--- src/rtb_pkg.sv ---
// ----------------------------------------------------------------------------
// rtb_pkg
// Shared types and constants of the rotated texel blitter: item formats,
// register file layout, operation and register codes, default geometry.
// ----------------------------------------------------------------------------
package rtb_pkg;

  // default geometry of source store and world
  localparam int SRC_W_DEF   = 256;
  localparam int SRC_H_DEF   = 256;
  localparam int WORLD_W_DEF = 2048;
  localparam int WORLD_H_DEF = 2048;

  // fraction bits of the coordinate format
  localparam int Q_FRAC = 16;

  // register reset values
  localparam logic signed [17:0] COS_RST  = 18'sh10000;
  localparam logic signed [17:0] SIN_RST  = 18'sh00000;
  localparam logic [8:0]         RECT_RST = 9'd256;
  localparam logic [9:0]         HALF_RST = 10'd128;
  localparam logic signed [12:0] ORG_RST  = 13'sd0;

  typedef enum logic {
    OP_LOAD = 1'b0,
    OP_MAP  = 1'b1
  } opcode_e;

  typedef enum logic [2:0] {
    REG_COS      = 3'd0,
    REG_SIN      = 3'd1,
    REG_RECT_W   = 3'd2,
    REG_RECT_H   = 3'd3,
    REG_HALF_W   = 3'd4,
    REG_HALF_H   = 3'd5,
    REG_ORIGIN_X = 3'd6,
    REG_ORIGIN_Y = 3'd7
  } cfg_index_e;

  typedef struct packed {
    opcode_e     opcode;
    logic [7:0]  load_x;
    logic [7:0]  load_y;
    logic [7:0]  load_value;
    logic [10:0] box_x;
    logic [10:0] box_y;
  } in_item_t;

  typedef struct packed {
    logic        write_valid;
    logic [10:0] dest_x;
    logic [10:0] dest_y;
    logic [7:0]  terrain;
  } out_item_t;

  typedef struct packed {
    logic signed [17:0] cos_q16;
    logic signed [17:0] sin_q16;
    logic [8:0]         rect_width;
    logic [8:0]         rect_height;
    logic [9:0]         half_box_w;
    logic [9:0]         half_box_h;
    logic signed [12:0] origin_x;
    logic signed [12:0] origin_y;
  } cfg_t;

  // status of the item in the last address stage
  typedef struct packed {
    logic        valid;
    logic        is_map;
    logic        wr_ok;
    logic        src_ok;
    logic        dest_ok;
    logic [10:0] dest_x;
    logic [10:0] dest_y;
  } stage_st_t;

endpackage

--- src/rtb_addr_pipe.sv ---
// ----------------------------------------------------------------------------
// rtb_addr_pipe
// Three-stage pipeline from input item to store access: box offsets and
// destination check, rotation products, Q16 sums with rounding, then the
// source bounds check and the store address.
// ----------------------------------------------------------------------------
module rtb_addr_pipe import rtb_pkg::*; #(
  parameter int SRC_W   = SRC_W_DEF,
  parameter int SRC_H   = SRC_H_DEF,
  parameter int WORLD_W = WORLD_W_DEF,
  parameter int WORLD_H = WORLD_H_DEF,
  localparam int AW = (SRC_W * SRC_H > 1) ? $clog2(SRC_W * SRC_H) : 1
) (
  input  logic          clk_i,
  input  logic          rst_ni,
  input  cfg_t          cfg_i,
  input  logic          in_valid_i,
  output logic          in_stall_o,
  input  in_item_t      in_item_i,
  input  logic          adv_i,
  output stage_st_t     st_o,
  output logic [AW-1:0] ram_addr_o,
  output logic [7:0]    ram_wdata_o
);

  localparam logic [13:0] WORLD_W_L = 14'(WORLD_W);
  localparam logic [13:0] WORLD_H_L = 14'(WORLD_H);
  localparam logic [15:0] SRC_W_L   = 16'(SRC_W);
  localparam logic [15:0] SRC_H_L   = 16'(SRC_H);

  // stage valid bits and ready chain
  logic v1_q, v2_q, v3_q;
  logic ready1, ready2, ready3;

  assign ready3     = !v3_q || adv_i;
  assign ready2     = !v2_q || ready3;
  assign ready1     = !v1_q || ready2;
  assign in_stall_o = !ready1;

  always_ff @(posedge clk_i or negedge rst_ni) begin
    if (!rst_ni) begin
      v1_q <= 1'b0;
      v2_q <= 1'b0;
      v3_q <= 1'b0;
    end else begin
      if (ready1) v1_q <= in_valid_i;
      if (ready2) v2_q <= v1_q;
      if (ready3) v3_q <= v2_q;
    end
  end

  // stage 1: box offsets, world position, load address
  logic signed [11:0] dbx_d, dcy_d;
  logic signed [13:0] dx_d, dy_d;
  logic               dest_ok_d;
  logic               ld_ok_d;
  logic [AW-1:0]      ld_addr_d;

  always_comb begin
    dbx_d = $signed({1'b0, in_item_i.box_x}) - $signed({2'b0, cfg_i.half_box_w});
    dcy_d = $signed({2'b0, cfg_i.half_box_h}) - $signed({1'b0, in_item_i.box_y});
    dx_d  = $signed({3'b0, in_item_i.box_x}) + $signed({cfg_i.origin_x[12], cfg_i.origin_x})
            - $signed({4'b0, cfg_i.half_box_w});
    dy_d  = $signed({3'b0, in_item_i.box_y}) + $signed({cfg_i.origin_y[12], cfg_i.origin_y})
            - $signed({4'b0, cfg_i.half_box_h});
    dest_ok_d = !dx_d[13] && ($unsigned(dx_d) < WORLD_W_L) &&
                !dy_d[13] && ($unsigned(dy_d) < WORLD_H_L);
    ld_ok_d   = ({8'b0, in_item_i.load_x} < SRC_W_L) && ({8'b0, in_item_i.load_y} < SRC_H_L);
    ld_addr_d = AW'(32'(in_item_i.load_y) * 32'(SRC_W) + 32'(in_item_i.load_x));
  end

  opcode_e            op1_q;
  logic               ld_ok1_q, dest_ok1_q;
  logic [AW-1:0]      ld_addr1_q;
  logic [7:0]         ld_val1_q;
  logic signed [11:0] dbx1_q, dcy1_q;
  logic [10:0]        dx1_q, dy1_q;

  always_ff @(posedge clk_i) begin
    if (ready1) begin
      op1_q      <= in_item_i.opcode;
      ld_ok1_q   <= ld_ok_d;
      ld_addr1_q <= ld_addr_d;
      ld_val1_q  <= in_item_i.load_value;
      dbx1_q     <= dbx_d;
      dcy1_q     <= dcy_d;
      dest_ok1_q <= dest_ok_d;
      dx1_q      <= dx_d[10:0];
      dy1_q      <= dy_d[10:0];
    end
  end

  // stage 2: rotation products
  opcode_e            op2_q;
  logic               ld_ok2_q, dest_ok2_q;
  logic [AW-1:0]      ld_addr2_q;
  logic [7:0]         ld_val2_q;
  logic signed [29:0] p_cx2_q, p_sy2_q, p_sx2_q, p_cy2_q;
  logic [10:0]        dx2_q, dy2_q;

  always_ff @(posedge clk_i) begin
    if (ready2) begin
      op2_q      <= op1_q;
      ld_ok2_q   <= ld_ok1_q;
      ld_addr2_q <= ld_addr1_q;
      ld_val2_q  <= ld_val1_q;
      p_cx2_q    <= $signed(cfg_i.cos_q16) * dbx1_q;
      p_sy2_q    <= $signed(cfg_i.sin_q16) * dcy1_q;
      p_sx2_q    <= $signed(cfg_i.sin_q16) * dbx1_q;
      p_cy2_q    <= $signed(cfg_i.cos_q16) * dcy1_q;
      dest_ok2_q <= dest_ok1_q;
      dx2_q      <= dx1_q;
      dy2_q      <= dy1_q;
    end
  end

  // stage 3: q16 sums; center terms fold into (rect + 1) * half unit,
  // which also carries the round-half-up offset
  logic signed [31:0] base_x, base_y;
  logic signed [31:0] sx_d, sy_d;

  always_comb begin
    base_x = $signed((32'(cfg_i.rect_width) + 32'd1) << (Q_FRAC - 1));
    base_y = $signed((32'(cfg_i.rect_height) + 32'd1) << (Q_FRAC - 1));
    sx_d   = base_x + {{2{p_cx2_q[29]}}, p_cx2_q} + {{2{p_sy2_q[29]}}, p_sy2_q};
    sy_d   = base_y + {{2{p_sx2_q[29]}}, p_sx2_q} - {{2{p_cy2_q[29]}}, p_cy2_q};
  end

  opcode_e            op3_q;
  logic               ld_ok3_q, dest_ok3_q;
  logic [AW-1:0]      ld_addr3_q;
  logic [7:0]         ld_val3_q;
  logic signed [31:0] sx3_q, sy3_q;
  logic [10:0]        dx3_q, dy3_q;

  always_ff @(posedge clk_i) begin
    if (ready3) begin
      op3_q      <= op2_q;
      ld_ok3_q   <= ld_ok2_q;
      ld_addr3_q <= ld_addr2_q;
      ld_val3_q  <= ld_val2_q;
      sx3_q      <= sx_d;
      sy3_q      <= sy_d;
      dest_ok3_q <= dest_ok2_q;
      dx3_q      <= dx2_q;
      dy3_q      <= dy2_q;
    end
  end

  // floor of q16 value, bounds check, store address
  logic [15:0]   tx, ty;
  logic          src_ok;
  logic [AW-1:0] map_addr;

  always_comb begin
    tx     = sx3_q[31:Q_FRAC];
    ty     = sy3_q[31:Q_FRAC];
    src_ok = !tx[15] && (tx < {7'b0, cfg_i.rect_width}) && (tx < SRC_W_L) &&
             !ty[15] && (ty < {7'b0, cfg_i.rect_height}) && (ty < SRC_H_L);
    map_addr = AW'(32'(ty[9:0]) * 32'(SRC_W) + 32'(tx[9:0]));
  end

  always_comb begin
    st_o.valid   = v3_q;
    st_o.is_map  = (op3_q == OP_MAP);
    st_o.wr_ok   = (op3_q == OP_LOAD) && ld_ok3_q;
    st_o.src_ok  = src_ok;
    st_o.dest_ok = dest_ok3_q;
    st_o.dest_x  = dx3_q;
    st_o.dest_y  = dy3_q;
  end

  assign ram_addr_o  = (op3_q == OP_MAP) ? map_addr : ld_addr3_q;
  assign ram_wdata_o = ld_val3_q;

endmodule

--- config.mk ---
export PLATFORM = sky130hd
export DESIGN_NAME = rtb_addr_pipe
export DESIGN_NICKNAME = d
export VERILOG_FILES = /design/src/rtb_pkg.sv /design/src/rtb_addr_pipe.sv
export SDC_FILE = /design/constraint.sdc
export NUM_CORES = 2
export LEC_CHECK = 0
export BUFFER_PORTS_ARGS = -buffer_cell sky130_fd_sc_hd__buf_4
export CORE_ASPECT_RATIO = 1.4
export CORE_MARGIN = 3
export CORE_UTILIZATION = 45
export CTS_CLUSTER_SIZE = 12
export DETAILED_ROUTE_END_ITERATION = 8
export PLACE_DENSITY = 0.68
export SLEW_MARGIN = 20
export SYNTH_ARGS = -nofsm -noshare
export SYNTH_HDL_FRONTEND = slang
export SYNTH_SLANG_ARGS = --single-unit
--- constraint.sdc ---
create_clock -name clk_i -period 6.73 [get_ports clk_i]
set_clock_uncertainty 0.1 [all_clocks]
set_input_delay 0.3365 -clock clk_i [delete_from_list [all_inputs] [get_ports clk_i]]
set_output_delay 0.3365 -clock clk_i [all_outputs]
set_load 0.02 [all_outputs]
==> results summary <==
The flow ran to the end, and the final reports show no timing, DRC or antenna violations. The worst-path maximum fanout is 11. The post-synthesis cell count came out at 4755. The number of H-tree levels came out at 2. The launch point of the critical path is dcy1_q[2]$_DFFE_PN_. The post-CTS setup buffer count is 0.

The global-route wire length before repair came out at 186900 um. The top cell type by area accounts for 35.64% of the synthesized area. In this run the count of I/O pins placed on the die edge is 203. The total number of placement rows came out at 139. The synthesis-to-finish area growth came out at 9.958%. The combined area of all synthesized cells came out at 46900 um^2. The detailed-routing iteration count for the pre-antenna-repair pass is 6. The clock-pin slew reported for the worst setup and hold paths after clock tree synthesis is 0.06 ns. The final number of setup-violating endpoints is 0.

By area the synthesized netlist is led by sky130_fd_sc_hd__fa_1 (36%), sky130_fd_sc_hd__edfxtp_1 (20%), sky130_fd_sc_hd__ha_1 (11%), sky130_fd_sc_hd__inv_1 (9.2%), sky130_fd_sc_hd__nand2_1 (4.8%). The tightest min-delay check is of the in -> reg type. Yosys mapped a number of flops with a built-in enable equal to 320.

Setup repair after global routing left no endpoint under its margin. The placer's final routability congestion estimate came out at 0.8708. The maximum clock frequency came out at 0.1568 GHz.

The average wire per standard cell is 17.97 um. The detailed-route wire length is 113000 um. The setup check on the worst reg-to-reg path leaves a slack of 0.35 ns. The async set or reset register ratio after synthesis is 0.9288%.

The most instantiated library cell after synthesis is sky130_fd_sc_hd__inv_1. The number of different library cells in the post-synthesis netlist is 76. Following the worst setup path forward leads to its endpoint at p_cy2_q[28]$_DFFE_PP_. The flop and latch count out of synthesis is 323. The horizontal extent of the die is 278.9 um. The commonest cells after synthesis are sky130_fd_sc_hd__inv_1 (1155), sky130_fd_sc_hd__fa_1 (835), sky130_fd_sc_hd__nand2_1 (602), sky130_fd_sc_hd__ha_1 (417), sky130_fd_sc_hd__edfxtp_1 (320). Once placement finished, the instance area stood at 50050 um^2. The final instance area is 51570 um^2.

The transition at the pin with the smallest max-transition slack is 0.9778 ns. The required time at the endpoint of the critical path came out at 6.97 ns. The worst setup path is launched from a flip-flop. The hold violation total from the final report came out at 0. The first routing iteration left 1596 violations. The startpoint-to-endpoint class of the critical path is reg -> reg. The total area inside the core boundary comes to 103000 um^2. The critical hold path startpoint is cfg_i[82]. For this configuration, the core starts out at a cell density of 45.55%. The count of cells along the worst hold path came out at 2.

Detailed placement ended at an HPWL of 90440 um. The maximum buffer depth of the clock tree is 3. The worst register-to-register path begins at dcy1_q[2]$_DFFE_PN_.

At the later pin of the worst-skew pair, clock insertion delay measures 0.60 ns. A synthesized cell averages 9.864 um^2. The number of port buffers came out at 202. The number of warnings reported in the yosys synthesis log is 0. The global-route usage over all layers is 22.14%. Using the TritonRoute via totals, the vias-per-cell ratio works out to 5.132. The maximum number of pins on one net before global-route repair came out at 120. The number of design rule violations left after detail routing came out at 0. In this run the critical register-to-register path is captured at p_cy2_q[28]$_DFFE_PP_. The final worst hold slack came out at 0.1007 ns.

In this run the remaining antenna-violating nets after routing total 0. The max-capacitance violation count came out at 0. TritonCTS built the clock tree. The portion of the post-synthesis area used by sequential elements came out at 20.65%. Counting I/O delays and the setup requirement, the final critical path takes 6.376 ns. The die covers 108200 um^2. The final-stage net count came out at 6323. The worst slew margin relative to its limit is 34.82%. The data arrival time at the worst-slack endpoint is 6.62 ns.

The remaining global-route overflow came out at 0. The leading register cell type out of synthesis is sky130_fd_sc_hd__edfxtp_1. Summing over every cut layer, the via total after detailed routing is 32280.

The total nets after synthesis came out at 6158. The floorplan step set the die height to 388.0 um. The final period utilization is 94.74%.

The biggest area consumer among synthesized cells is sky130_fd_sc_hd__fa_1. The kind of capture point of the worst setup path is a flip-flop. The sum of negative setup slack is 0 ns. The max-slew violation count is 0. In this run the clock root is driven by a sky130_fd_sc_hd__clkbuf_16. Of the cells placed in the final design, the portion with a size suffix greater than 1 is 7.257%. The utilization after layout is 50.09%. The number of global-route vias before repair is 35660. The depth of the most critical reg-to-reg path is 20. The number of CTS-inserted buffers came out at 39.

The number of antenna violations at the first check in global routing is 4. The count of clock tree sinks is 323.
==> cells by family after synthesis <==
logic type	Yosys count	synth area share (%)
xor gates and xnor gates	185	3.455
AOI/OAI and AO/OA	415	5.928
and+or+nand+nor	1238	12.23
muxes	13	0.3068
adders and majority gates	1252	46.76
DFF	323	20.65
buffers and inverters	1329	10.67
==> per-stage QoR <==
step           cells  worst slack, ns
2_1_floorplan   4755           0.6759
3_3_place_gp    6187           0.4618
3_5_place_dp    6187           0.3757
4_1_cts         6286           0.3558
5_1_grt         6288          0.02239
6_report        6289           0.3538
==> timing repair <==
item,4_1_cts,5_1_grt
hold buffers,31,0
gates resized for setup,0,2
endpoints found under the setup margin,0,3
hold endpoints to repair,32,0
==> cell usage in the layout (no fill, tap or decap), types with 9 or more instances in the layout <==
master / Yosys / layout
sky130_fd_sc_hd__dlygate4sd3_1: 0 / 31
sky130_fd_sc_hd__xor2_1: 41 / 41
sky130_fd_sc_hd__o21bai_1: 18 / 18
sky130_fd_sc_hd__buf_4: 4 / 256
sky130_fd_sc_hd__a21o_1: 55 / 55
sky130_fd_sc_hd__buf_12: 0 / 9
sky130_fd_sc_hd__fa_1: 835 / 835
sky130_fd_sc_hd__nand2_1: 602 / 601
sky130_fd_sc_hd__o21ai_0: 77 / 77
sky130_fd_sc_hd__nand4_1: 10 / 10
sky130_fd_sc_hd__and3_1: 11 / 11
sky130_fd_sc_hd__inv_1: 1155 / 1154
sky130_fd_sc_hd__a21oi_1: 113 / 113
sky130_fd_sc_hd__clkbuf_16: 0 / 39
sky130_fd_sc_hd__edfxtp_1: 320 / 320
sky130_fd_sc_hd__xnor2_1: 144 / 144
sky130_fd_sc_hd__nand3_1: 42 / 41
sky130_fd_sc_hd__or3_1: 10 / 10
sky130_fd_sc_hd__nand2b_1: 29 / 29
sky130_fd_sc_hd__o21a_1: 24 / 24
sky130_fd_sc_hd__mux2_2: 11 / 11
sky130_fd_sc_hd__ha_1: 417 / 417
sky130_fd_sc_hd__and2_1: 281 / 281
sky130_fd_sc_hd__a21boi_0: 14 / 14
sky130_fd_sc_hd__nor3_1: 38 / 38
sky130_fd_sc_hd__a211oi_1: 12 / 12
sky130_fd_sc_hd__nor2_1: 169 / 169
sky130_fd_sc_hd__nor2b_1: 26 / 26
==> sequential cells by signal, summed over array words and instances, names as in the netlist, 12 cells and up <==
name,cells
ld_addr2_q,16
ld_addr3_q,16
dbx1_q,12
p_cx2_q,30
p_sy2_q,30
dcy1_q,12
sx3_q,16
p_sx2_q,30
ld_addr1_q,16
p_cy2_q,30
sy3_q,16
==> layer usage <==
layer / global-route usage, % / part of all wire, % / up-vias
met2: 38.88 / 50 / 863
met3: 3.179 / 5.1 / 282
met5: 0 / 0 / -
met4: 15.22 / 8.6 / 0
li1: - / - / 14840
met1: 24.78 / 36 / 16300
==> critical path, cell delays in order, from the launching register on <==
cell and delay (ns):
sky130_fd_sc_hd__edfxtp_1 0.55, sky130_fd_sc_hd__and2_1 0.22, sky130_fd_sc_hd__fa_1 0.48, sky130_fd_sc_hd__inv_1 0.05, sky130_fd_sc_hd__fa_1 0.49, sky130_fd_sc_hd__fa_1 0.53
sky130_fd_sc_hd__inv_1 0.07, sky130_fd_sc_hd__fa_1 0.53, sky130_fd_sc_hd__inv_1 0.05, sky130_fd_sc_hd__fa_1 0.47, sky130_fd_sc_hd__inv_1 0.04, sky130_fd_sc_hd__ha_1 0.34
sky130_fd_sc_hd__a21o_1 0.18, sky130_fd_sc_hd__a21o_1 0.18, sky130_fd_sc_hd__a2111o_1 0.45, sky130_fd_sc_hd__a31oi_2 0.22, sky130_fd_sc_hd__o211ai_1 0.16, sky130_fd_sc_hd__or4b_1 0.54
sky130_fd_sc_hd__a31o_1 0.24, sky130_fd_sc_hd__a21oi_2 0.14, sky130_fd_sc_hd__xnor2_1 0.08
==> final cells by class <==
cell class | count | area [um^2]
antenna | 3 | 7.507
clock buffer | 46 | 1002
clock inverter | 22 | 197.7
fill | 9519 | 51390
inverter | 1155 | 4337
multi-input combinational | 3103 | 32230
sequential | 323 | 9684
tap | 1339 | 1675
timing repair buffer | 298 | 2435
==> worst min-delay path by stage <==
stage / endpoint / slack [ns]
6_report: p_cx2_q[0]$_DFFE_PP_ / 0.10
3_3_place_gp: v3_q$_DFFE_PN0P_ / 0.03
3_5_place_dp: v3_q$_DFFE_PN0P_ / 0.03
4_1_cts: p_cx2_q[0]$_DFFE_PP_ / 0.06
2_1_floorplan: v1_q$_DFFE_PN0N_ / -0.06
5_1_grt: p_cx2_q[0]$_DFFE_PP_ / 0.1
Power is left out: the tool's default activity adds up to more than one toggle a clock period on the data nets, which glitch-free logic cannot reach.
