===== config.mk =====
export PLATFORM = sky130hd
export DESIGN_NAME = rtb_cfg_regs
export DESIGN_NICKNAME = d
export VERILOG_FILES = /design/src/rtb_pkg.sv /design/src/rtb_cfg_regs.sv
export SDC_FILE = /design/constraint.sdc
export NUM_CORES = 1
export LEC_CHECK = 0
export BUFFER_PORTS_ARGS = -buffer_cell sky130_fd_sc_hd__buf_2
export CAP_MARGIN = 20
export CORE_ASPECT_RATIO = 2
export CORE_MARGIN = 5
export CORE_UTILIZATION = 52
export CTS_BUF_LIST = sky130_fd_sc_hd__clkbuf_4
export CTS_CLUSTER_SIZE = 14
export DETAILED_ROUTE_END_ITERATION = 10
export PLACE_DENSITY = 0.82
export SLEW_MARGIN = 0
export SYNTH_ARGS = -nofsm -noshare
export SYNTH_HDL_FRONTEND = slang
export SYNTH_SLANG_ARGS = --single-unit

===== constraint.sdc =====
create_clock -name clk_i -period 1.1 [get_ports clk_i]
set_clock_uncertainty 0.05 [all_clocks]
set_input_delay 0.11 -clock clk_i [delete_from_list [all_inputs] [get_ports clk_i]]
set_output_delay 0.11 -clock clk_i [all_outputs]
set_load 0.005 [all_outputs]

===== src/rtb_pkg.sv =====
// ----------------------------------------------------------------------------
// rtb_pkg
// Shared types and constants of the rotated texel blitter: item formats,
// register file layout, operation and register codes, default geometry.
// ----------------------------------------------------------------------------
package rtb_pkg;

  // default geometry of source store and world
  localparam int SRC_W_DEF   = 256;
  localparam int SRC_H_DEF   = 256;
  localparam int WORLD_W_DEF = 2048;
  localparam int WORLD_H_DEF = 2048;

  // fraction bits of the coordinate format
  localparam int Q_FRAC = 16;

  // register reset values
  localparam logic signed [17:0] COS_RST  = 18'sh10000;
  localparam logic signed [17:0] SIN_RST  = 18'sh00000;
  localparam logic [8:0]         RECT_RST = 9'd256;
  localparam logic [9:0]         HALF_RST = 10'd128;
  localparam logic signed [12:0] ORG_RST  = 13'sd0;

  typedef enum logic {
    OP_LOAD = 1'b0,
    OP_MAP  = 1'b1
  } opcode_e;

  typedef enum logic [2:0] {
    REG_COS      = 3'd0,
    REG_SIN      = 3'd1,
    REG_RECT_W   = 3'd2,
    REG_RECT_H   = 3'd3,
    REG_HALF_W   = 3'd4,
    REG_HALF_H   = 3'd5,
    REG_ORIGIN_X = 3'd6,
    REG_ORIGIN_Y = 3'd7
  } cfg_index_e;

  typedef struct packed {
    opcode_e     opcode;
    logic [7:0]  load_x;
    logic [7:0]  load_y;
    logic [7:0]  load_value;
    logic [10:0] box_x;
    logic [10:0] box_y;
  } in_item_t;

  typedef struct packed {
    logic        write_valid;
    logic [10:0] dest_x;
    logic [10:0] dest_y;
    logic [7:0]  terrain;
  } out_item_t;

  typedef struct packed {
    logic signed [17:0] cos_q16;
    logic signed [17:0] sin_q16;
    logic [8:0]         rect_width;
    logic [8:0]         rect_height;
    logic [9:0]         half_box_w;
    logic [9:0]         half_box_h;
    logic signed [12:0] origin_x;
    logic signed [12:0] origin_y;
  } cfg_t;

  // status of the item in the last address stage
  typedef struct packed {
    logic        valid;
    logic        is_map;
    logic        wr_ok;
    logic        src_ok;
    logic        dest_ok;
    logic [10:0] dest_x;
    logic [10:0] dest_y;
  } stage_st_t;

endpackage


===== src/rtb_cfg_regs.sv =====
// ----------------------------------------------------------------------------
// rtb_cfg_regs
// Register file of the blitter: rotation, rectangle size, box and origin.
// ----------------------------------------------------------------------------
module rtb_cfg_regs import rtb_pkg::*; (
  input  logic        clk_i,
  input  logic        rst_ni,
  input  logic        cfg_valid_i,
  input  logic [2:0]  cfg_index_i,
  input  logic [17:0] cfg_data_i,
  output cfg_t        cfg_o
);

  cfg_t cfg_q;
  cfg_t cfg_d;

  // decode register writes
  always_comb begin
    cfg_d = cfg_q;
    if (cfg_valid_i) begin
      case (cfg_index_e'(cfg_index_i))
        REG_COS:      cfg_d.cos_q16     = $signed(cfg_data_i);
        REG_SIN:      cfg_d.sin_q16     = $signed(cfg_data_i);
        REG_RECT_W:   cfg_d.rect_width  = cfg_data_i[8:0];
        REG_RECT_H:   cfg_d.rect_height = cfg_data_i[8:0];
        REG_HALF_W:   cfg_d.half_box_w  = cfg_data_i[9:0];
        REG_HALF_H:   cfg_d.half_box_h  = cfg_data_i[9:0];
        REG_ORIGIN_X: cfg_d.origin_x    = $signed(cfg_data_i[12:0]);
        REG_ORIGIN_Y: cfg_d.origin_y    = $signed(cfg_data_i[12:0]);
        default:      cfg_d = cfg_q;
      endcase
    end
  end

  always_ff @(posedge clk_i or negedge rst_ni) begin
    if (!rst_ni) begin
      cfg_q.cos_q16     <= COS_RST;
      cfg_q.sin_q16     <= SIN_RST;
      cfg_q.rect_width  <= RECT_RST;
      cfg_q.rect_height <= RECT_RST;
      cfg_q.half_box_w  <= HALF_RST;
      cfg_q.half_box_h  <= HALF_RST;
      cfg_q.origin_x    <= ORG_RST;
      cfg_q.origin_y    <= ORG_RST;
    end else begin
      cfg_q <= cfg_d;
    end
  end

  assign cfg_o = cfg_q;

endmodule


==> reports/qor.txt, run 1 <==
Status - complete, but fails checks
Failing checks - negative setup slack
Syn Inst Count - 218
Port-buffer cells - 123
FP Rows - 44
Mapped Avg Cell Area - 17.6 sq um
Worst-path clk slew - 0.17 ns
Maximum clock rate - 754 MHz
CP required - 0.94 ns
Startpoint types - flop
CTS tree - done
Clock sinks - 100
Pre-CTS setup slack - -0.312 ns
Fin Setup TNS - -7.03 ns
Crit. path cell count - 1
Nature of the critical path endpoint - primary output
RSZ-0062 raised after global routing - true
Worst-case reg-to-reg path depth - 3
CP max-delay cell - dfstp_2
Drt total wl - 11.3 mm
Die W - 70.7 um
Leak - 2.95 nW
Max_slew headroom - 0.775
Initial antenna violation count - 1
Max cap viols - 0
Latest clock arrival within the worst-skew pair - 0.47 ns
Crit path cell chain - buf_6
CP Buf/Inv Count - 1
Number of global-route vias before repair - 3015
WS Path Type - reg2out
Overflow after GRT - 0
Post-Syn Nets - 242
DP HPWL - 7.06 mm
Final Max Tran Viols - 0
Die ar. - 9280 sq um
First-pass GRT wire length - 16.7 mm
Register bit count reported by yosys - 100
Initial Util - 0.531
Post-DRT Antenna Nets - 0
Ports - 124
Final WS setup - -0.226 ns
Distinct cells, synth - 13
Worst slew pin tran - 0.338 ns
Residual DRC count - 0
Peak supply drop - 1.08 mV
Seq/Total Area, Yosys - 0.655
Cell family with most CP delay - flip-flops
Hold Slack - 0.0304 ns
Largest net degree at the start of global routing - 33
Crit path arrival time - 1.17 ns
Max FFs per register - 100
Final setup viols - 100
Die H - 131 um
Total power - 10.7 mW
Synthesis warning total - 0
GR Util All Layers - 0.238
RePlAce Congestion - 0.837
Core footprint - 7210 sq um
Area growth syn-to-layout - 52.8%
Via count - 2778
Max stage delay on crit path - 0.59 ns
Via-per-instance ratio - 5.10
Hold WC Path Type - in2async
Minimum clock period - 1.33 ns
H-Tree Depth - 3
Drt initial violations - 135
Fin. Hold Viols - 0
Mapped Area - 3830 sq um
Wire per inst - 20.7 um
Clk root buf - clkbuf_4
Crit-path max FO - 2
Filler instances - 373
CTS buffer count - 9
Period Utilization, post-route - 1.21
Ratio of cells with drive above 1 in the final layout - 0.735
Final design utilization - 0.811
PD cells - 1830 nW/um^2
1st-pass router iterations - 4
Maximum buffer depth of the clock tree - 2
Nets - 471
## cells in the final DEF, fill, tap and decap left out, drive strengths merged
master,synthesis,layout
clkinv,0,3
buf,10,209
mux2,100,100
dfstp,5,5
nand4,1,1
dlygate4sd3,0,19
nor4b,1,1
nand4b,3,3
bufinv,0,3
diode,0,1
nor4bb,3,3
clkbuf,0,10
dfrtp,95,95
## per-stage QoR
step                      instances  area (sq um)
after floorplan                 218          4000
after global placement          441          4940
after detailed placement        441          4940
after CTS                       515          5610
after global routing            545          5850
final                           545          5850
## final cells by class
cell class / count / area, sq um / area share
antenna: 1 / 2.50 / 0.000428
clock buffer: 10 / 75.1 / 0.0128
clock inverter: 6 / 103 / 0.0175
multi-input combinational: 108 / 1430 / 0.245
sequential: 100 / 2510 / 0.429
tap: 92 / 115 / 0.0197
timing repair buffer: 228 / 1610 / 0.275
## layer usage
| layer | vias to the layer above | global-route usage | wire, um |
|---|---|---|---|
| li1 | 1237 | - | - |
| met1 | 1428 | 0.257 | 4130 |
| met2 | 87 | 0.426 | 6280 |
| met3 | 26 | 0.0604 | 453 |
| met4 | 0 | 0.113 | 393 |
| met5 | - | 0 | 0 |
## where the power goes
| part | internal (mW) | switching [mW] |
|---|---|---|
| clock | 1.16 | 1.20 |
| sequential | 4.51 | 0.473 |
| combinational | 2.17 | 1.16 |
| total | 7.84 | 2.84 |
## cells in the mapped netlist (all sizes together)
library cell	instances	share of area
buf	10	0.018
nor4bb	3	0.0078
nand4	1	0.0016
dfstp	5	0.034
dfrtp	95	0.62
nor4b	1	0.0062
nand4b	3	0.0069
mux2	100	0.30
## cell families (layout without fill, tap and decap cells)
logic type	Yosys count	count (layout)	synth area share
multiplexers	100	100	0.304
other	0	1	0
flip-flops	100	100	0.655
buffers and inverters	10	244	0.0180
AND/OR/NAND/NOR	8	8	0.0226
## path summary, 6_finish.rpt
path	end	from	slack (ns)
worst min-delay path	cfg_o[30]	rst_ni	0.03
worst max-delay path	cfg_o[63]	cfg_o[63]	-0.23
worst min register to register	cfg_o[50]	cfg_o[50]	0.47
min in group clk_i	cfg_o[63]	cfg_index_i[0]	0.25
worst max register to register	cfg_o[79]	cfg_o[79]	0
max in group asynchronous	cfg_o[47]	rst_ni	0.37
## timing repair
| action | 4_1_cts | 5_1_grt |
|---|---|---|
| hold buffers | 19 | 0 |
| setup endpoints to repair | 100 | 100 |
| buffers inserted | 39 | 29 |
| endpoints found under the hold margin | 199 | 0 |
| cloned | 0 | 0 |
| resized for setup | 2 | 3 |
(Power assumes the default switching activity.)
==> inputs of run 2 (changes only) <==
--- a/config.mk
+++ b/config.mk
@@ -13,7 +13,9 @@
 export CTS_BUF_LIST = sky130_fd_sc_hd__clkbuf_4
 export CTS_CLUSTER_SIZE = 14
 export DETAILED_ROUTE_END_ITERATION = 10
+export GPL_ROUTABILITY_DRIVEN = 0
 export PLACE_DENSITY = 0.82
+export SKIP_CTS_REPAIR_TIMING = 1
 export SLEW_MARGIN = 0
 export SYNTH_ARGS = -nofsm -noshare
 export SYNTH_HDL_FRONTEND = slang
==> run 2 against run 1 <==
The run still ends with negative setup slack left. Combinational power down 11%. Die area did not move. Design area down 3.6%. Critical path depth is the same. Via count decreased by 4.1%. Maximum frequency rose by 1.6%. Largest cell class unchanged. Largest power group unchanged. Highest routed layer unchanged.
==> reports/qor.txt, run 2 (same netlist as run 1, synthesis figures left out) <==
Status - complete, but fails checks
Failing checks - negative setup slack
Final setup viols - 100 (unchanged)
Final Max Tran Viols - 0 (unchanged)
Port-buffer cells - 123 (unchanged)
Minimum clock period - 1.30 ns (-0.0215 ns)
FP Rows - 44 (unchanged)
Placed cell area - 4940 sq um (unchanged)
Wire per inst - 20.3 um (-1.5%)
Most common cell after layout, fill and taps aside - buf_2
Clk network pwr share - 0.226 (+0.005)
Leak - 2.82 nW (-4.5%)
Clk root buf - clkbuf_4
WS Path Type - reg2out
Ratio of cells with drive above 1 in the final layout - 0.718 (-0.0169)
Fin Setup TNS - -5.68 ns (+1.35 ns)
Commonest cells after routing, fill and taps aside - 118 x buf_2, 95 x dfrtp_1, 53 x mux2_2, 50 x buf_4, 47 x mux2_4
Period Utilization, post-route - 1.19 (-0.0196)
Initial antenna violation count - 1 (unchanged)
Maximum buffer depth of the clock tree - 2 (unchanged)
Clock sinks - 100 (unchanged)
GR Util All Layers - 0.213 (-0.0251)
Area growth syn-to-layout - 47.3%
Worst-path clk slew - 0.14 ns (-0.03 ns)
CP required - 0.94 ns (about the same)
Number of global-route vias before repair - 2727 (-9.6%)
First-pass GRT wire length - 15.0 mm (-9.9%)
Switch share - 0.262 (-0.00402)
Cell family with most CP delay - flip-flops
Max cap viols - 0 (unchanged)
Ports - 124 (unchanged)
Core footprint - 7210 sq um (unchanged)
Via-per-instance ratio - 5.14 (+0.86%)
Maximum clock rate - 767 MHz (+1.6%)
Fin. Hold Viols - 0 (unchanged)
Nature of the critical path endpoint - primary output
Residual DRC count - 0 (unchanged)
Crit path cell chain - buf_6
Post-DRT Antenna Nets - 0 (unchanged)
Max FFs per register - 100 (unchanged)
DP HPWL - 7.06 mm (unchanged)
Initial Util - 0.531 (unchanged)
Latest clock arrival within the worst-skew pair - 0.46 ns (about the same)
CP Buf/Inv Count - 1 (unchanged)
Drt initial violations - 181 (+34%)
Largest net degree at the start of global routing - 33 (unchanged)
GRT met1 Usage - 0.239 (-0.0181)
Crit path arrival time - 1.14 ns (-0.03 ns)
M2 GR Usage - 0.370 (-0.0564)
Final WS setup - -0.204 ns (+0.0215 ns)
Max stage delay on crit path - 0.59 ns (about the same)
PD cells - 1820 nW/um^2 (-0.34%)
1st-pass router iterations - 5 (+1)
Via count - 2663 (-4.1%)
H-Tree Depth - 3 (unchanged)
Sw Pwr - 2.68 mW (-5.4%)
Startpoint types - flop
Overflow after GRT - 0 (unchanged)
CP max-delay cell - dfstp_2
Gr busiest metal - met2
Met3 Track Usage GR - 0.0573 (-0.00306)
CTS buffer count - 9 (unchanged)
Die H - 131 um (unchanged)
Drt total wl - 10.5 mm (-6.4%)
Filler instances - 395 (+5.9%)
Crit-path max FO - 2 (unchanged)
CTS tree - done
Sequential Power Share - 0.486 (+0.019)
Hold WC Path Type - in2async
Logic pwr share - 0.288 (-0.024)
Design Area, Final - 5640 sq um (-3.6%)
Internal power - 7.57 mW (-3.4%)
Peak supply drop - 1.08 mV (+0.32%)
Die W - 70.7 um (unchanged)
Worst slew pin tran - 0.332 ns (-0.00610 ns)
RSZ-0062 raised after global routing - true
Max_slew headroom - 0.779 (+0.00440)
Die ar. - 9280 sq um (unchanged)
Nets - 444 (-5.7%)
## run 2: through the flow
stage | util | std cells | total power, mW | worst slack (ns) | hold slack, ns
3_3_place_gp | 0.684 | 441 | 7.27 | -0.267 | -0.0251
5_1_grt | 0.782 | 518 | 10.7 | -0.263 | 0.0306
6_report | 0.782 | 518 | 10.3 | -0.204 | 0.0346
3_5_place_dp | 0.684 | 441 | 7.40 | -0.312 | -0.0203
4_1_cts | 0.709 | 457 | 9.69 | -0.230 | -0.530
2_1_floorplan | - | 218 | 6.06 | -0.335 | -0.236
## run 2: layer usage
layer / part of all wire / routed length [um]
met1: 0.36 / 3850
met2: 0.56 / 5900
met3: 0.040 / 421
met4: 0.035 / 374
met5: 0 / 0
## run 2: cell type report
cell class | instances | area, sq um | area share
clock inverters | 6 | 103 | 0.0182
clock buffers | 10 | 75.1 | 0.0133
repair buffers | 201 | 1400 | 0.249
well taps | 92 | 115 | 0.0204
diodes | 1 | 2.50 | 0.000444
multi-input cells | 108 | 1430 | 0.254
flip-flops and latches | 100 | 2510 | 0.445
## run 2: worst paths after layout
| check | from | to | slack, ns | depth (start not counted) |
|---|---|---|---|---|
| max | cfg_o[54] | cfg_o[54] | -0.20 | 1 |
| min | rst_ni | cfg_o[50] | 0.03 | 2 |
| max reg2reg | cfg_o[96] | cfg_o[96] | 0.12 | 2 |
| min reg2reg | cfg_o[50] | cfg_o[50] | 0.47 | 1 |
| max in group asynchronous | rst_ni | cfg_o[46] | 0.38 | 3 |
| min in group clk_i | cfg_valid_i | cfg_o[82] | 0.26 | 4 |
## run 2: power groups by stage
stage | clock (mW) | combinational, mW | sequential, mW
after floorplan | 0 | 1.01 | 5.05
after global placement | 0 | 2.27 | 4.99
after detailed placement | 0 | 2.37 | 5.04
after CTS | 2.35 | 2.37 | 4.97
after global routing | 2.51 | 3.16 | 5.07
final | 2.32 | 2.95 | 4.99
==> inputs of run 3 (changes only) <==
--- a/config.mk
+++ b/config.mk
@@ -9,12 +9,11 @@
 export CAP_MARGIN = 20
 export CORE_ASPECT_RATIO = 2
 export CORE_MARGIN = 5
-export CORE_UTILIZATION = 52
+export CORE_UTILIZATION = 30
 export CTS_BUF_LIST = sky130_fd_sc_hd__clkbuf_4
 export CTS_CLUSTER_SIZE = 14
 export DETAILED_ROUTE_END_ITERATION = 10
 export GPL_ROUTABILITY_DRIVEN = 0
-export PLACE_DENSITY = 0.82
 export SKIP_CTS_REPAIR_TIMING = 1
 export SLEW_MARGIN = 0
 export SYNTH_ARGS = -nofsm -noshare
==> run 3 against run 2 <==
The run still ends with negative setup slack left. Register-to-register slack improved by 0.02 ns. Sequential power is 1% lower. Critical path depth stayed put. Die area up 64%. Non-clock buffer count is 11 lower. Critical path type unchanged. Largest cell class unchanged. Largest power group unchanged.
==> reports/qor.txt, run 3 (same netlist as run 1, synthesis figures left out) <==
Worst slew pin tran - 0.403 ns (+0.0716 ns)
Via count - 2580 (-3.1%)
Maximum clock rate - 778 MHz (+1.4%)
Die H - 170 um (+29%)
Residual DRC count - 0 (unchanged)
Ports - 124 (unchanged)
FP Rows - 58 (+32%)
Initial Util - 0.305 (-0.226)
Crit-path max FO - 2 (unchanged)
Design Area, Final - 5590 sq um (-0.80%)
Final Max Tran Viols - 0 (unchanged)
Crit path cell chain - buf_6
Peak supply drop - 0.731 mV (-32%)
Failing checks - negative setup slack
Final design utilization - 0.446 (-0.336)
Worst-path clk slew - 0.17 ns (+0.03 ns)
Drt total wl - 10.5 mm (about the same)
Period Utilization, post-route - 1.17 (-0.0167)
Max FFs per register - 100 (unchanged)
GR Util All Layers - 0.133 (-0.0801)
Status - complete, but fails checks
Die ar. - 15300 sq um (+64%)
Filler instances - 1140 (+190%)
Final WS setup - -0.186 ns (+0.0184 ns)
Via-per-instance ratio - 4.56 (-11%)
Startpoint types - flop
Area growth syn-to-layout - 46.2%
Placed cell area - 5030 sq um (+2.0%)
CTS tree - done
Reg-to-reg slack, setup - 0.14 ns (+0.02 ns)
Initial antenna violation count - 2 (+1)
Worst R2R Start - cfg_o[58]
Clock sinks - 100 (unchanged)
R2r endpoint - cfg_o[58]
Overflow after GRT - 0 (unchanged)
Max_slew headroom - 0.730 (-0.0486)
DP HPWL - 7.51 mm (+6.3%)
Leak - 2.74 nW (-3.0%)
Wire per inst - 18.6 um (-8.5%)
Minimum clock period - 1.29 ns (-0.0184 ns)
Number of global-route vias before repair - 2690 (-1.4%)
CTS buffer count - 9 (unchanged)
Max stage delay on crit path - 0.58 ns (about the same)
First-pass GRT wire length - 15.6 mm (+3.8%)
Latest clock arrival within the worst-skew pair - 0.44 ns (-0.02 ns)
Nets - 433 (-2.5%)
Core footprint - 12600 sq um (+74%)
Die W - 89.9 um (+27%)
CP max-delay cell - dfstp_2
Hold WC Path Type - in2async
Most common cell after layout, fill and taps aside - buf_2
Commonest cells after routing, fill and taps aside - 117 x buf_2, 95 x dfrtp_1, 53 x mux2_2, 47 x mux2_4, 39 x buf_4
CP required - 0.94 ns (about the same)
Clk root buf - clkbuf_4
Nature of the critical path endpoint - primary output
Drt initial violations - 57 (-69%)
Post-DRT Antenna Nets - 0 (unchanged)
H-Tree Depth - 3 (unchanged)
1st-pass router iterations - 4 (-1)
Worst-case reg-to-reg path depth - 2 (unchanged)
RSZ-0062 raised after global routing - true
Max cap viols - 0 (unchanged)
Maximum buffer depth of the clock tree - 2 (unchanged)
Ratio of cells with drive above 1 in the final layout - 0.713 (-0.00509)
Crit path arrival time - 1.13 ns (about the same)
Fin. Hold Viols - 0 (unchanged)
CP Buf/Inv Count - 1 (unchanged)
Port-buffer cells - 123 (unchanged)
Final setup viols - 100 (unchanged)
PD cells - 1730 nW/um^2 (-5.1%)
Fin Setup TNS - -4.41 ns (+1.27 ns)
Cell family with most CP delay - flip-flops
WS Path Type - reg2out
Largest net degree at the start of global routing - 42 (+27%)
[run 3: cell count changes in the layout (fill, tap and decap cells not counted)]
cell | previous run | this run
buf_12 | 10 | 9
buf_2 | 118 | 117
buf_4 | 50 | 39
buf_6 | 4 | 5
bufinv_16 | 3 | 1
clkbuf_4 | 10 | 11
clkinv_1 | 2 | 0
clkinv_2 | 1 | 0
clkinvlp_4 | 0 | 3
diode_2 | 1 | 2
dlygate4sd3_1 | 19 | 20
inv_6 | 0 | 1
[run 3: worst min-delay path: cells and delay by family]
kind     cells  cell delay (ns)
buf+inv      3             0.90
[run 3: area by class of cell]
type | count | area (sq um) | area share
antenna | 2 | 5.00 | 0.000895
clock buffer | 11 | 82.6 | 0.0148
clock inverter | 5 | 61.3 | 0.0110
multi-input combinational | 108 | 1430 | 0.256
sequential | 100 | 2510 | 0.448
tap | 150 | 188 | 0.0335
timing repair buffer | 190 | 1320 | 0.235
[run 3: worst max-delay path by stage]
stage,cells after the start,end,slack [ns],start
finish,1,cfg_o[43],-0.19,cfg_o[43]
global route,1,cfg_o[43],-0.27,cfg_o[43]
CTS,1,cfg_o[43],-0.24,cfg_o[43]
detailed placement,5,cfg_o[52],-0.34,cfg_index_i[2]
global placement,5,cfg_o[52],-0.33,cfg_index_i[2]
floorplan,4,cfg_o[82],-0.33,cfg_index_i[0]
[run 3: power breakdown]
part           internal (mW)  leakage [nW]  switching [mW]
clock                  0.753        0.0697            1.24
sequential              4.51          1.19           0.434
combinational           1.77          1.47           0.952
[run 3: routing by layer]
metal | share of wire | vias up | global-route usage | routed length [um]
met4 | 0.034 | 0 | 0.0817 | 363
met2 | 0.56 | 72 | 0.239 | 5930
li1 | - | 1164 | - | -
met5 | 0 | - | 0 | 0
met1 | 0.37 | 1326 | 0.142 | 3860
met3 | 0.037 | 18 | 0.0266 | 387
[run 3: stage by stage]
| stage | hold WS, ns | power [mW] | setup slack [ns] | std cells |
|---|---|---|---|---|
| 3_3_place_gp | -0.0795 | 7.34 | -0.333 | 504 |
| 4_1_cts | -0.610 | 9.44 | -0.240 | 520 |
| 3_5_place_dp | -0.0784 | 7.40 | -0.342 | 504 |
| 5_1_grt | 0.0902 | 10.2 | -0.265 | 566 |
| 6_report | 0.134 | 9.65 | -0.186 | 566 |
| 2_1_floorplan | -0.236 | 6.06 | -0.335 | 218 |
